File: src/pmst_pkg.sv
`default_nettype none

package pmst_pkg;

	// width of the vertex count configuration word
	localparam int CFG_BITS = 7;

	// controller states
	typedef enum logic [2:0] {
		ST_LOAD,
		ST_START,
		ST_PASS,
		ST_DRAIN,
		ST_SELECT,
		ST_OUT_RD,
		ST_OUT_LOAD
	} state_t;

	// commands from controller to datapath
	typedef struct packed {
		logic load_we;
		logic run_init;
		logic pass_issue;
		logic sel_next;
		logic out_rd;
		logic out_load;
	} cmd_t;

	// status from datapath to controller
	typedef struct packed {
		logic load_done;
		logic j_last;
		logic found;
		logic last_pass;
		logic c_last;
		logic out_free;
	} status_t;

endpackage

`default_nettype wire

File: src/pmst_ctrl.sv
`default_nettype none

module pmst_ctrl (
	input  logic              clk,
	input  logic              arst_n,
	input  logic              in_valid,
	input  pmst_pkg::status_t status,
	output logic              in_stall,
	output pmst_pkg::cmd_t    cmd
);
	import pmst_pkg::*;

	state_t state_q;
	state_t state_d;

	// state register
	always_ff @(posedge clk or negedge arst_n) begin
		if (!arst_n) begin
			state_q <= ST_LOAD;
		end else begin
			state_q <= state_d;
		end
	end

	// next state
	always_comb begin
		state_d = state_q;
		case (state_q)
			ST_LOAD: begin
				if (in_valid && status.load_done) state_d = ST_START;
			end
			ST_START: begin
				state_d = ST_PASS;
			end
			ST_PASS: begin
				if (status.j_last) state_d = ST_DRAIN;
			end
			ST_DRAIN: begin
				state_d = ST_SELECT;
			end
			ST_SELECT: begin
				if (status.found && !status.last_pass) state_d = ST_PASS;
				else state_d = ST_OUT_RD;
			end
			ST_OUT_RD: begin
				state_d = ST_OUT_LOAD;
			end
			ST_OUT_LOAD: begin
				if (status.out_free) begin
					if (status.c_last) state_d = ST_LOAD;
					else state_d = ST_OUT_RD;
				end
			end
			default: begin
				state_d = ST_LOAD;
			end
		endcase
	end

	// command outputs
	always_comb begin
		in_stall       = (state_q != ST_LOAD);
		cmd            = '0;
		cmd.load_we    = (state_q == ST_LOAD) && in_valid;
		cmd.run_init   = (state_q == ST_START);
		cmd.pass_issue = (state_q == ST_PASS);
		cmd.sel_next   = (state_q == ST_SELECT) && status.found && !status.last_pass;
		cmd.out_rd     = (state_q == ST_OUT_RD);
		cmd.out_load   = (state_q == ST_OUT_LOAD) && status.out_free;
	end

endmodule

`default_nettype wire

File: config.mk
export PLATFORM = sky130hd
export DESIGN_NAME = pmst_ctrl
export DESIGN_NICKNAME = d
export VERILOG_FILES = /design/src/pmst_pkg.sv /design/src/pmst_ctrl.sv
export SDC_FILE = /design/constraint.sdc
export NUM_CORES = 1
export LEC_CHECK = 0
export BUFFER_PORTS_ARGS = -buffer_cell sky130_fd_sc_hd__buf_2
export CAP_MARGIN = 0
export CORE_AREA = 4 4 41 43
export CTS_CLUSTER_DIAMETER = 50
export DETAILED_ROUTE_END_ITERATION = 10
export DIE_AREA = 0 0 45 47
export MAX_ROUTING_LAYER = met4
export PLACE_DENSITY = 0.44
export SETUP_SLACK_MARGIN = 0.02
export SKIP_CTS_REPAIR_TIMING = 1
export SLEW_MARGIN = 5
export SYNTH_ARGS = -nofsm -noshare
export SYNTH_HDL_FRONTEND = slang
export SYNTH_SLANG_ARGS = --single-unit
File: constraint.sdc
create_clock -name clk -period 1.65 [get_ports clk]
set_input_delay 0.165 -clock clk [delete_from_list [all_inputs] [get_ports clk]]
set_output_delay 0.165 -clock clk [all_outputs]
set_load 0.005 [all_outputs]
==> metrics, run 1 <==
# DRC 0; final wirelength 629 microns; depth of the CTS H-tree 1; fraction of layout cells with a size suffix above 1 46.8%; Seq/Total Area, Yosys 29.4%; CP Max Fanout 10; Root Driver clkbuf_4; row cnt 13; worst slew pin tran 0.339 ns; outcome completed; Vias 266; die area 2120 sq um; P_leak 0.189 nW; Congestion Overflow GR 0; Warnings, synthesis 0; Yosys cell types 18; die width 45 microns; Longest Clk Path Bufs 2; final worst-path setup slack 0.0901 ns; r2r endpoint state_q[2]; Layout Skew 0.000372 ns; worst vdd ir 0.467 mV; first-pass GRT wire length 1090 microns; initial antenna violation count 0; TritonCTS buffer count 3; Regs by FF count state_q: 3 flops; clk slew on worst S/H paths 0.04 ns; max reg flops 3; Final Max Tran Viols 0; core area 1300 sq um; DR iter-0 viols 7; Ports 16; Max-cap violations 0; RSZ-0062 raised after global routing no; CTS tree done; GRT Overall Usage 7.60%; RD Place Congestion 0.694; Syn Area/Cell 8.80 sq um; max_slew headroom 77.4%; Worst Path Arrival 1.39 ns; critical path launch point type flip-flop; Hold EP state_q[0]; first-pass iteration count of the detailed router 4; endpoints failing setup 0; final hold vios 0; Syn Inst Count 29; Setup TNS 0 ns; R2R setup slack 0.44 ns; most frequent cells in the layout 15 x buf_2, 3 x nand3b_1, 3 x a21oi_1, 3 x clkbuf_4; worst-case reg-to-reg path depth 3; hold path startpoint status[4]; Final ANT Viol Nets 0; number of synthesized register bits 3; commonest non-fill, non-tap cell in the layout buf_2; Area Growth Syn to Fin 46.1%; CP endpoint kind primary output; Power Dens Cells 1600 nW/um^2; nets 57; clk sinks 3; largest net degree at the start of global routing 14; WL/cell 10.1 microns; Final min period 1.56 ns; vias in the first global route 272; via/cell ratio 4.29; # diodes 0; hold depth 3; syn_nets 38; Final period util 94.5%; Hold Path Class input port to flip-flop; Initial Util 19.6%; Reg with most FFs state_q; Setup WS pre-CTS 0.308 ns; input/output buffers 15; fmax 641 MHz; Reg-to-Reg Start state_q[0]; Synth Cell Area 255 sq um; Setup CP Type flip-flop to primary output; Crit path required time 1.48 ns; Die Y 47 microns; clock latency on the worst-skew pair 0.23 ns
worst max-delay path, cell delays in order (launching register included):
cell	delay, ns
dfrtp_2	0.45
or3b_4	0.42
nor3b_2	0.17
buf_2	0.13
report_power, final:
part | switching [mW] | total, mW | internal [mW]
logic | 0.122 | 0.281 | 0.159
clock network | 0.0382 | 0.129 | 0.0906
registers | 0.0709 | 0.186 | 0.115
total | 0.231 | 0.595 | 0.364
cells in the mapped netlist:
master / n / area share, %
nand3b_1: 3 / 8.8
a311oi_1: 1 / 3.4
and3b_1: 1 / 3.4
nor3b_1: 2 / 5.9
a21o_1: 2 / 5.9
a21oi_1: 3 / 5.9
nand2b_1: 2 / 4.9
nand2_1: 1 / 1.5
and4b_1: 1 / 3.9
nor2_1: 2 / 2.9
dfrtp_1: 3 / 29
buf_6: 1 / 4.4
or3_1: 1 / 2.5
a31oi_1: 1 / 2.5
buf_2: 2 / 3.9
or3b_4: 1 / 4.4
inv_1: 1 / 1.5
nor3b_2: 1 / 4.9
metrics by stage:
stage / hold slack (ns) / power (mW) / utilization [%] / area [sq um] / instances
floorplan: -0.131 / 0.389 / - / 255 / 29
global placement: -0.0368 / 0.475 / 25.8 / 335 / 57
detailed placement: -0.0391 / 0.468 / 25.8 / 335 / 57
CTS: -0.286 / 0.602 / 27.8 / 362 / 61
global route: 0.233 / 0.649 / 28.7 / 373 / 62
finish: 0.223 / 0.595 / 28.7 / 373 / 62
routing by layer:
metal | share of wire, % | vias to the layer above | wire, microns | GRT usage (%)
met5 | 0 | - | 0 | -
met4 | 0 | 0 | 0 | 7.02
met3 | 6.7 | 0 | 42 | 2.30
met2 | 44 | 10 | 276 | 9.89
met1 | 49 | 115 | 310 | 9.15
li1 | - | 141 | - | -
cell families (layout without fill, tap and decap cells):
group | after synthesis | after routing | share of synthesized area (%)
compound gates | 7 | 7 | 17.6
flops | 3 | 3 | 29.4
simple gates | 15 | 15 | 43.1
buf+inv | 4 | 22 | 9.80
area by class of cell:
type / instances / area [sq um]
inverters: 1 / 3.75
multi-input cells: 22 / 155
repair buffers: 17 / 92.6
clock buffers: 4 / 26.3
fillers: 158 / 928
flip-flops and latches: 3 / 76.3
well taps: 15 / 18.8
worst max path at each step:
stage,start,to,slack [ns]
finish,state_q[0],cmd[2],0.09
global route,state_q[0],cmd[2],0.03
global placement,state_q[0],cmd[2],0.32
detailed placement,state_q[0],cmd[2],0.31
CTS,state_q[0],cmd[2],0.06
floorplan,state_q[0],cmd[2],0.43
Power figures use the tool's default switching activity.
==> inputs of run 2 (changes only) <==
--- a/config.mk
+++ b/config.mk
@@ -5,14 +5,14 @@
 export SDC_FILE = /design/constraint.sdc
 export NUM_CORES = 1
 export LEC_CHECK = 0
-export BUFFER_PORTS_ARGS = -buffer_cell sky130_fd_sc_hd__buf_2
 export CAP_MARGIN = 0
 export CORE_AREA = 4 4 41 43
 export CTS_CLUSTER_DIAMETER = 50
 export DETAILED_ROUTE_END_ITERATION = 10
 export DIE_AREA = 0 0 45 47
+export DONT_BUFFER_PORTS = 1
 export MAX_ROUTING_LAYER = met4
-export PLACE_DENSITY = 0.44
+export PLACE_DENSITY = 0.35
 export SETUP_SLACK_MARGIN = 0.02
 export SKIP_CTS_REPAIR_TIMING = 1
 export SLEW_MARGIN = 5
==> constraint.sdc (replaced) <==
create_clock -name clk -period 1.3 [get_ports clk]
set_input_delay 0.13 -clock clk [delete_from_list [all_inputs] [get_ports clk]]
set_output_delay 0.13 -clock clk [all_outputs]
set_load 0.005 [all_outputs]
==> run 2 against run 1 <==
Effect of this change:
- the run now ends with setup timing left
- critical path type unchanged
- count of clock-buffer cells in the layout unchanged
- die area stayed put
- final cell count fell by 21%
- clock skew rose by 0.00065 ns
- largest cell class unchanged
- worst hold slack worse by 0.14 ns
- global-route usage decreased by 0.17 points
==> metrics, run 2 (synthesis results as in run 1) <==
outcome complete, but fails checks; failing checks setup timing; Congestion Overflow GR 0 (unchanged); Longest Clk Path Bufs 2 (unchanged); Setup WS pre-CTS 0.172 ns (-0.137 ns); Vias 227 (-15%); hold_ws 0.0842 ns (-0.139 ns); clk sinks 3 (unchanged); core area 1300 sq um (unchanged); Filler cells 149 (-5.7%); max reg flops 3 (unchanged); largest net degree at the start of global routing 12 (-2); critical path launch point type flip-flop; depth of the CTS H-tree 1 (unchanged); Reg with most FFs state_q; Cell Int Power 0.450 mW (+24%); Area Growth Syn to Fin 23.0%; max_slew headroom 83.9% (+6.5 points); Final Non-Filler Cells 49 (-21%); RSZ-0062 raised after global routing yes; Final Max Tran Viols 0 (unchanged); final wirelength 607 microns (-3.5%); worst slew pin tran 0.241 ns (-0.0976 ns); clock power share 22.8% (+1.2 points); overall power 0.733 mW (+23%); first-pass GRT wire length 986 microns (-9.5%); input/output buffers 0 (-15); Final min period 1.32 ns; Max-cap violations 0 (unchanged); endpoints failing setup 1 (+1); vias in the first global route 238 (-13%); Ports 16 (unchanged); Max Used Layer met4; Die Y 47 microns (unchanged); fraction of layout cells with a size suffix above 1 26.5% (-20 points); Power Dens Cells 2330 nW/um^2 (+46%); Reg-to-Reg Start state_q[0]; Final Core Density 24.1% (-4.5 points); Sw Share 38.5% (-0.30 points); initial antenna violation count 0 (unchanged); Final period util 102%; Setup CP Type flip-flop to primary output; worst vdd ir 0.667 mV (+43%); Gate power share 53.6% (+6.4 points); CTS tree done; P_leak 0.134 nW (-29%); WL/cell 12.4 microns (+22%); Final ANT Viol Nets 0 (unchanged); Regs by FF count state_q: 3 flops; Met1 Wirelength 233 microns (-25%); via/cell ratio 4.63 (+8.0%); fin area 314 sq um (-16%); fmax 758 MHz; met3 routed WL 60 microns (+43%); Setup TNS -0.0201 ns (-0.0201 ns); final worst-path setup slack -0.0201 ns (-0.110 ns); first-pass iteration count of the detailed router 2 (-2); Cells after DPL 44 (-23%); CP endpoint kind primary output; nets 44 (-23%); Hold Path Class input port to flip-flop; hold path startpoint status[0]; Crit path required time 1.17 ns (-0.31 ns); clk slew on worst S/H paths 0.04 ns (about the same); RD Place Congestion 0.622 (-10%); row cnt 13 (unchanged); most frequent cells in the layout 3 x nand3b_1, 3 x a21oi_1, 3 x clkbuf_4, 3 x buf_4, 3 x dfrtp_1; Worst Path Arrival 1.19 ns (-0.20 ns); die area 2120 sq um (unchanged); Initial Util 19.6% (unchanged); DR iter-0 viols 3 (-4); GRT Overall Usage 7.43% (-0.17 points); Worst Setup SP state_q[0]; # DRC 0 (unchanged); clock latency on the worst-skew pair 0.23 ns (about the same); Root Driver clkbuf_4; NetSw 0.282 mW (+22%); Layout Skew 0.00102 ns (+0.000651 ns); # diodes 0 (unchanged); TritonCTS buffer count 3 (unchanged); die width 45 microns (unchanged); sequential power share 23.6% (-7.6 points); final hold vios 0 (unchanged); CP Max Fanout 3 (-7); routed wl met2 299 microns (+8.3%); placed cell area 275 sq um (-18%)
run 2: cell types whose count changed in the layout (fill, tap and decap cells not counted):
cell	change
dfrtp_1	+1
buf_2	-15
buf_4	+2
dfrtp_2	-1
nor2_1	-1
nor2_2	+1
run 2: final timing paths:
path,endpoint,slack [ns],cells past startpoint
min in group asynchronous,state_q[1],0.15,1
max in group asynchronous,state_q[2],1.01,1
worst min-delay path,state_q[0],0.08,2
worst min register to register,state_q[0],0.61,2
worst max-delay path,cmd[2],-0.02,2
worst max register to register,state_q[2],0.21,3
run 2: layout make-up:
type                            count  area (sq um)  area share [%]
Timing Repair Buffer                4          32.5            10.4
Sequential cell                     3          75.1            23.9
Inverter                            1          3.75            1.20
Tap cell                           15          18.8            5.98
Clock buffer                        4          26.3            8.37
Multi-Input combinational cell     22           158            50.2
run 2: metal layers:
metal | GRT usage, % | vias to the layer above
met2 | 9.89 | 10
met3 | 3.45 | 2
met5 | - | -
met1 | 6.62 | 101
li1 | - | 114
met4 | 10.5 | 0
run 2: power groups by stage:
stage          logic, mW  registers [mW]  clock network [mW]
2_1_floorplan      0.329           0.165                   0
5_1_grt            0.450           0.186               0.177
4_1_cts            0.391           0.175               0.174
6_report           0.393           0.173               0.167
3_5_place_dp       0.388           0.177                   0
3_3_place_gp       0.395           0.177                   0
run 2: worst max-delay path: stages, from the launching register on:
cell     delay [ns]
dfrtp_1        0.38
or3b_4         0.38
nor3b_2        0.19
==> inputs of run 3 (changes only) <==
--- a/config.mk
+++ b/config.mk
@@ -12,7 +12,6 @@
 export DIE_AREA = 0 0 45 47
 export DONT_BUFFER_PORTS = 1
 export MAX_ROUTING_LAYER = met4
-export PLACE_DENSITY = 0.35
 export SETUP_SLACK_MARGIN = 0.02
 export SKIP_CTS_REPAIR_TIMING = 1
 export SLEW_MARGIN = 5
==> run 3 against run 2 <==
Effect of this change:
- the flow still finishes with violations (setup timing)
- total power decreased by 0.65%
- critical path depth did not move
- final cell count is the same
- clock power shrank 2%
- clock skew is 0.00067 ns lower
- critical path type unchanged
- highest routed layer unchanged
==> metrics, run 3 (synthesis results as in run 1) <==
outcome complete, but fails checks; failing checks setup timing; fin area 314 sq um (unchanged); vias in the first global route 219 (-8.0%); largest net degree at the start of global routing 12 (unchanged); die area 2120 sq um (unchanged); Final Non-Filler Cells 49 (unchanged); depth of the CTS H-tree 1 (unchanged); CP endpoint kind primary output; Regs by FF count state_q: 3 flops; fraction of layout cells with a size suffix above 1 26.5% (unchanged); Power Dens Cells 2320 nW/um^2 (-0.65%); Final Max Tran Viols 0 (unchanged); Die Y 47 microns (unchanged); worst vdd ir 0.417 mV (-37%); Setup CP Type flip-flop to primary output; Final min period 1.31 ns (-0.0144 ns); # diodes 0 (unchanged); via/cell ratio 4.69 (+1.3%); first-pass GRT wire length 890 microns (-9.7%); Worst Path Arrival 1.18 ns (about the same); hold path startpoint status[0]; RSZ-0062 raised after global routing yes; Slowest cell on crit path dfrtp_1; clk sinks 3 (unchanged); r2r endpoint state_q[2]; Longest Clk Path Bufs 2 (unchanged); Initial Util 19.6% (unchanged); critical path launch point type flip-flop; P_leak 0.134 nW (unchanged); Final ANT Viol Nets 0 (unchanged); initial antenna violation count 0 (unchanged); row cnt 13 (unchanged); Area Growth Syn to Fin 23.0% (unchanged); final wirelength 562 microns (-7.4%); nets 44 (unchanged); max reg flops 3 (unchanged); Congestion Overflow GR 0 (unchanged); GRT Overall Usage 6.38% (-1.1 points); Ports 16 (unchanged); Layout Skew 0.000352 ns (-0.000671 ns); first-pass iteration count of the detailed router 3 (+1); # DRC 0 (unchanged); hold_ws 0.0740 ns (-0.0102 ns); worst-case reg-to-reg path depth 3 (unchanged); final hold vios 0 (unchanged); final worst-path setup slack -0.00562 ns (+0.0144 ns); Hold Path Class input port to flip-flop; Max-cap violations 0 (unchanged); max_slew headroom 84.3% (+0.48 points); Setup TNS -0.00562 ns (+0.0144 ns); slowest stage delay, CP 0.38 ns (about the same); CP Max Fanout 3 (unchanged); R2R setup slack 0.23 ns (+0.02 ns); Final period util 100% (-1.1 points); core area 1300 sq um (unchanged); RD Place Congestion 0.626 (+0.55%); die width 45 microns (unchanged); input/output buffers 0 (unchanged); fmax 766 MHz (+1.1%); Crit path required time 1.17 ns (about the same); cell chain of the critical path or3b_4 -> nor3b_2; CTS tree done; Reg-to-Reg Start state_q[0]; endpoints failing setup 1 (unchanged); worst slew pin tran 0.234 ns (-0.00722 ns); clk slew on worst S/H paths 0.04 ns (about the same); Reg with most FFs state_q; Final Core Density 24.1% (unchanged); overall power 0.728 mW (-0.65%); Vias 230 (+1.3%); Hold EP state_q[0]; WL/cell 11.5 microns (-7.4%); Root Driver clkbuf_4; most frequent cells in the layout 3 x nand3b_1, 3 x a21oi_1, 3 x clkbuf_4, 3 x buf_4, 3 x dfrtp_1; Cells after DPL 44 (unchanged); TritonCTS buffer count 3 (unchanged); DR iter-0 viols 1 (-2); clock latency on the worst-skew pair 0.23 ns (about the same); Setup WS pre-CTS 0.191 ns (+0.0192 ns); hold depth 2 (unchanged); placed cell area 275 sq um (unchanged)
## run 3: cell counts in the layout (fill, tap and decap cells not counted)
No cell type changed its count.
## run 3: layout make-up
| type | count | area (sq um) |
|---|---|---|
| Multi-Input combinational cell | 22 | 158 |
| Inverter | 1 | 3.75 |
| Clock buffer | 4 | 26.3 |
| Sequential cell | 3 | 75.1 |
| Timing Repair Buffer | 4 | 32.5 |
| Tap cell | 15 | 18.8 |
| Fill cell | 159 | 987 |
## run 3: how the worst max path moves through the flow
stage,startpoint,to,cells after the start
after floorplan,state_q[0],cmd[2],3
after global placement,state_q[0],cmd[2],2
after detailed placement,state_q[0],cmd[2],2
after CTS,state_q[0],cmd[2],2
after global routing,state_q[0],cmd[2],2
final,state_q[0],cmd[2],2
## run 3: routing by layer
| layer | wire (microns) | part of all wire (%) | track usage [%] |
|---|---|---|---|
| met2 | 273 | 49 | 9.60 |
| met4 | 15 | 2.7 | 7.02 |
| met3 | 63 | 11 | 3.07 |
| met5 | 0 | 0 | - |
| met1 | 209 | 37 | 5.49 |
## run 3: critical path: cells and delay by family, from the launching register on
kind / cells / cell delay [ns]
simple gates: 2 / 0.57
flops: 1 / 0.38
## run 3: power by group
part           switching (mW)  internal, mW  total, mW  leakage (nW)
Combinational           0.200         0.192      0.392        0.0830
Sequential             0.0291         0.143      0.172        0.0357
Clock                  0.0483         0.115      0.163        0.0150
